--- src/rtl/arfvs_pkg.sv ---
// Shared types and constants for the audio ring FIFO with gain and saturation.
// No dependencies; imported by arfvs_gain and the top level.
`default_nettype none

package arfvs_pkg;

    localparam int RING_DEPTH = 2048;                 // power of two
    localparam int PTR_W      = $clog2(RING_DEPTH);
    localparam int SAMPLE_W   = 16;
    localparam int VOL_W      = 9;
    localparam int PROD_W     = SAMPLE_W + VOL_W + 1;  // signed product width
    localparam int SHIFT      = 8;
    localparam int SHR_W      = PROD_W - SHIFT;
    localparam int CFG_AW     = 3;

    localparam logic [VOL_W-1:0] VOLUME_RESET = VOL_W'(256);
    localparam logic signed [SAMPLE_W-1:0] SAMPLE_MAX = 16'sh7FFF;
    localparam logic signed [SAMPLE_W-1:0] SAMPLE_MIN = 16'sh8000;

    typedef enum logic {
        CMD_PUSH = 1'b0,
        CMD_POP  = 1'b1
    } cmd_t;

    // register index = paddr[2]
    typedef enum logic {
        REG_VOLUME = 1'b0,
        REG_MUTE   = 1'b1
    } reg_idx_t;

    // per-word status carried from the pointer stage to the gain stage
    typedef struct packed {
        cmd_t cmd;
        logic dropped;
        logic was_empty;
    } word_stat_t;

endpackage

`default_nettype wire

--- src/rtl/arfvs_gain.sv ---
// Gain, floor shift and 16-bit saturation of one popped sample; pushes, empty pops and mute give zero.
// Depends on arfvs_pkg.
`default_nettype none

module arfvs_gain
    import arfvs_pkg::*;
(
    input  wire logic signed [SAMPLE_W-1:0] sample,
    input  wire logic        [VOL_W-1:0]    volume,
    input  wire logic                       mute,
    input  wire word_stat_t                 stat,
    output logic signed      [SAMPLE_W-1:0] out_sample
);

    logic signed [PROD_W-1:0] prod;
    logic signed [SHR_W-1:0]  shr;
    logic                     force_zero;

    always_comb begin
        prod = PROD_W'(sample) * $signed({1'b0, volume});
        // arithmetic shift gives floor rounding
        shr  = SHR_W'(prod >>> SHIFT);
        force_zero = (stat.cmd == CMD_PUSH) || stat.was_empty || mute;
        if (force_zero) begin
            out_sample = '0;
        end else if (shr > SHR_W'(SAMPLE_MAX)) begin
            out_sample = SAMPLE_MAX;
        end else if (shr < SHR_W'(SAMPLE_MIN)) begin
            out_sample = SAMPLE_MIN;
        end else begin
            out_sample = SAMPLE_W'(shr);
        end
    end

endmodule

`default_nettype wire

--- config.mk ---
export PLATFORM = sky130hd
export DESIGN_NAME = arfvs_gain
export DESIGN_NICKNAME = d
export VERILOG_FILES = /design/src/rtl/arfvs_pkg.sv /design/src/rtl/arfvs_gain.sv
export SDC_FILE = /design/constraint.sdc
export NUM_CORES = 1
export LEC_CHECK = 0
export BUFFER_PORTS_ARGS = -buffer_cell sky130_fd_sc_hd__buf_4
export CORE_MARGIN = 3
export CORE_UTILIZATION = 45
export DETAILED_ROUTE_END_ITERATION = 12
export PLACE_DENSITY = 0.7
export SYNTH_ARGS = -nofsm -noshare
export SYNTH_HDL_FRONTEND = slang
export SYNTH_SLANG_ARGS = --single-unit
--- constraint.sdc ---
create_clock -name vclk -period 17.1
set_clock_uncertainty 0.05 [all_clocks]
set_input_delay 2.565 -clock vclk [all_inputs]
set_output_delay 2.565 -clock vclk [all_outputs]
set_load 0.05 [all_outputs]
# Word level (Yosys, flattened, before mapping)
# Cells that the tools add are included.
# totals
ff_bits	0
inputBits	29
# op_classes
mul	1
order_cmp	2
n_mux	3
bitwise	1
n_reduce_logical	2
# ops
op	n
16-bit two-way mux	3
16-bit by 10-bit multiplier with 26-bit output	1
18-bit by 16-bit > comparator with 1-bit output (second input constant)	1
18-bit by 16-bit less-than comparator with 1-bit output (second input constant)	1
1-bit logical OR	2
1-bit NOT	1

# Depth between registers and ports, before layout
# logic_depth
word_depth	5
ltp_mapped	23
mapped_depth_nobuf	20

# Worst setup path before layout
# OpenSTA, ideal clock, no wires.
# synth_path
path_kind	in2out
from	in sample[15]
to	out out_sample[0]
arrival_ns	8.554
required_time_ns	14.485
setup_slack_ns	5.931
stages	19
n_path_buf	1
cell_sequence	clkbuf_1 -> nand2_1 -> fa_1 -> fa_1 -> inv_1 -> fa_1 -> fa_1 -> inv_1 -> fa_1 -> inv_1 -> ha_1 -> a21oi_4 -> nand2_2 -> a21o_1 -> or3_1 -> o21ai_2 -> xnor2_1 -> a21oi_2 -> o31ai_1
# synth_between
elab_chain_len	5
word_cells_on_any_way	6
cone_classes	mul (1); order compare (2); mux (3)
# synth_rtl
item	line_no	rtl
from (decl)	arfvs_gain.sv:8	input wire logic signed [SAMPLE_W-1:0] sample,
16-bit by 10-bit multiplier with 26-bit output *	arfvs_gain.sv:20	prod = PROD_W'(sample) * $signed({1'b0, volume});
18-bit by 16-bit less-than comparator with 1-bit output	arfvs_gain.sv:28	end else if (shr < SHR_W'(SAMPLE_MIN)) begin
16-bit two-way mux	arfvs_gain.sv:28	
16-bit two-way mux *	arfvs_gain.sv:26	end else if (shr > SHR_W'(SAMPLE_MAX)) begin
16-bit two-way mux *	arfvs_gain.sv:24	if (force_zero) begin
to (decl)	arfvs_gain.sv:12	output logic signed [SAMPLE_W-1:0] out_sample
# Mark *: on every way between the ends. The rest lies on a longest branch, timed or not.

# Worst setup path after layout
# layout_path
from	in volume[1]
to	out out_sample[4]
# layout_between
elab_chain_len	5
word_cells_on_any_way	6
cone_classes	mul (1); order compare (2); mux (3)
# layout_rtl
item	line_no	rtl
from (decl)	arfvs_gain.sv:9	input wire logic [VOL_W-1:0] volume,
16-bit by 10-bit multiplier with 26-bit output *	arfvs_gain.sv:20	
18-bit by 16-bit less-than comparator with 1-bit output	arfvs_gain.sv:28	
16-bit two-way mux	arfvs_gain.sv:28	
16-bit two-way mux *	arfvs_gain.sv:26	
16-bit two-way mux *	arfvs_gain.sv:24	
# Marks and branches as above.

==> impl_metrics.csv <==
group,metric,value,unit
worst_setup_path,arrival,8560,ps
worst_setup_path,crit_required,14490,ps
finish,nFlopsAndLatches,0,
finish,drive_gt1_share,9.76,%
floorplanning,fp.coreArea,12100,sq um
synthesis,synth_top_area_share,43.4,%
synthesis,yosys-top-cells-area,"fa_1 43%, ha_1 12%, inv_1 11%",
finish,regArea,0,sq um
sta,worst_slew_pin_slew,905,ps
synthesis,yosys.area.top_type,"fa_1",
sta,min_period,11170,ps
clock_network,cts_setup_buffers,0,
floorplanning,die_x,117,um
synthesis,synthesis.area,5580,sq um
synthesis,syn_avg_cell_area,8.43,sq um
clock_network,hold_buffers,0,
detailed_routing,drc,0,
floorplanning,dieArea,13800,sq um
global_routing,grt_use_total,19.2,%
sta,slew_violations,0,
finish,layout_commonest_cell,"inv_1",
worst_setup_path,crit_fanout,16,
worst_setup_path,startpoint_type,"input pin",
detailed_routing,wl_per_cell,14.6,um
placement,hpwl,10400,um
worst_setup_path,crit_top_cell,"fa_1",
detailed_routing,postRouteAntennaNets,0,
global_routing,antenna_found_initial,0,
finish,nNetsFinal,883,
synthesis,netlist-cell-type-count,49,
clock_network,post_cts_resized,0,
worst_setup_path,cpLargestDelayFamily,"adder cells",
global_routing,grt_overflow_total,0,
status,status,"complete, no violations",
sta,hold_violations,0,
detailed_routing,vias,4396,
finish,clkbuf_count,0,
placement,io_buffers,44,
finish,n_fill_cell,1147,
global_routing,grt_first_pass_wirelength,22700,um
detailed_routing,drtPass1Iterations,4,
worst_setup_path,crit_path_max_incr_delay,780,ps
floorplanning,num_rows,40,
worst_setup_path,critical-path-slowest-cell,"fa_1",
floorplanning,floorplan.initialDensity,46.2,%
synthesis,yosysSeqAreaShare,0,%
worst_setup_path,path_buf_inv,5,
synthesis,yosys_warnings,0,
finish,final_cell_mix,"164 x inv_1, 121 x fa_1, 93 x nand2_1",
finish,synthToLayoutAreaGrowth,7.27,%
floorplanning,dieHeight,117,um
global_routing,grt_pass1_vias,4987,
global_routing,grt_max_degree,17,
synthesis,synthCells,662,
detailed_routing,via_per_inst,5.21,
sta,setup_viol,0,
floorplanning,io_pins,45,
detailed_routing,wirelength,12300,um
finish,antennaDiodeCount,0,
detailed_routing,drtIter0Drc,221,
sta,max_freq,89.5,MHz
synthesis,synthesis.nets,867,
sta,rsz0062_at_grt,"no",
worst_setup_path,setup.worst_path.end_class,"output port",
run,cap_violations,0,
sta,finalCritPeriodShare,65.3,%
placement,gp_congestion,0.888,
worst_setup_path,critPathKind,"input pin to output port",
sta,max_slew_margin,39.7,%
sta,fin_setup_tns,0,ps
hold_path,hp-class,"input pin to output port",
worst_setup_path,worstPathCellList,"buf_4 -> nand2_1 -> fa_1 -> fa_1 -> inv_1 -> fa_1 -> fa_1 -> inv_1 -> fa_1 -> inv_1 -> ha_1 -> a21oi_4 -> nand2_2 -> a21o_1 -> or3_1 -> o21ai_2 -> xnor2_1 -> a21oi_2 -> o41ai_2 -> buf_4",
final timing paths:
| kind | end | startpoint | slack [ps] | cells after the start |
|---|---|---|---|---|
| worst max-delay path | out_sample[4] | volume[1] | 5930 | 20 |
| worst min-delay path | out_sample[2] | stat[2] | 5750 | 5 |
cell type report:
cell class	instances	area, sq um	share of cell area (%)
inverter	164	616	10.3
multi-input combinational	468	4830	80.7
tap	168	210	3.51
timing repair buffer	44	330	5.52
cell usage after synthesis (all sizes together):
library cell and n:
and3 2, o311ai 1, a41oi 1, nand4b 1, and2 61, o31ai 14, ha 55, o2111ai 2
a21oi 21, a311o 1, nand2b 1, a21o 3, o21a 1, nor2 15, xor2 6, a211oi 2
a21boi 2, a31o 1, or2b 1, or2 1, o21bai 2, clkbuf 25, xnor2 16, or3 1
nand2 94, inv 164, fa 121, a31oi 1, o21ai 16, o41ai 1, o211ai 3, o311a 1
nand3 7, nor3 1, nor2b 3, and4 1, buf 5, nand4 7, o22ai 1
logic make-up (layout without fill, tap and decap cells):
| family | count (synthesis) | count (layout) | share of synthesized area, % |
|---|---|---|---|
| AND/OR/NAND/NOR | 196 | 196 | 17.1 |
| XOR/XNOR | 22 | 22 | 3.45 |
| buffers and inverters | 194 | 208 | 13.5 |
| AO/OA/AOI/OAI | 74 | 74 | 10.3 |
| adder cells (fa/ha/maj) | 176 | 176 | 55.8 |
per-layer routing:
metal | GRT usage, % | wire, um | vias up
met1 | 23.7 | 4890 | 2268
li1 | - | - | 2021
met2 | 37.4 | 6790 | 101
met5 | 0 | 0 | -
met3 | 1.54 | 564 | 6
met4 | 2.27 | 65 | 0
per-stage QoR:
stage	hold WS (ps)	worst slack, ps	cells	area [sq um]	util (%)
2_1_floorplan	5460	5930	662	5580	-
3_3_place_gp	5740	6080	844	5980	49.6
3_5_place_dp	5720	5960	844	5980	49.6
4_1_cts	5740	5950	844	5980	49.6
5_1_grt	5800	5650	844	5980	49.6
6_report	5750	5930	844	5980	49.6
Power is not shown: default switching activity piles up to over one toggle a cycle in this logic, so the estimate is an artifact.
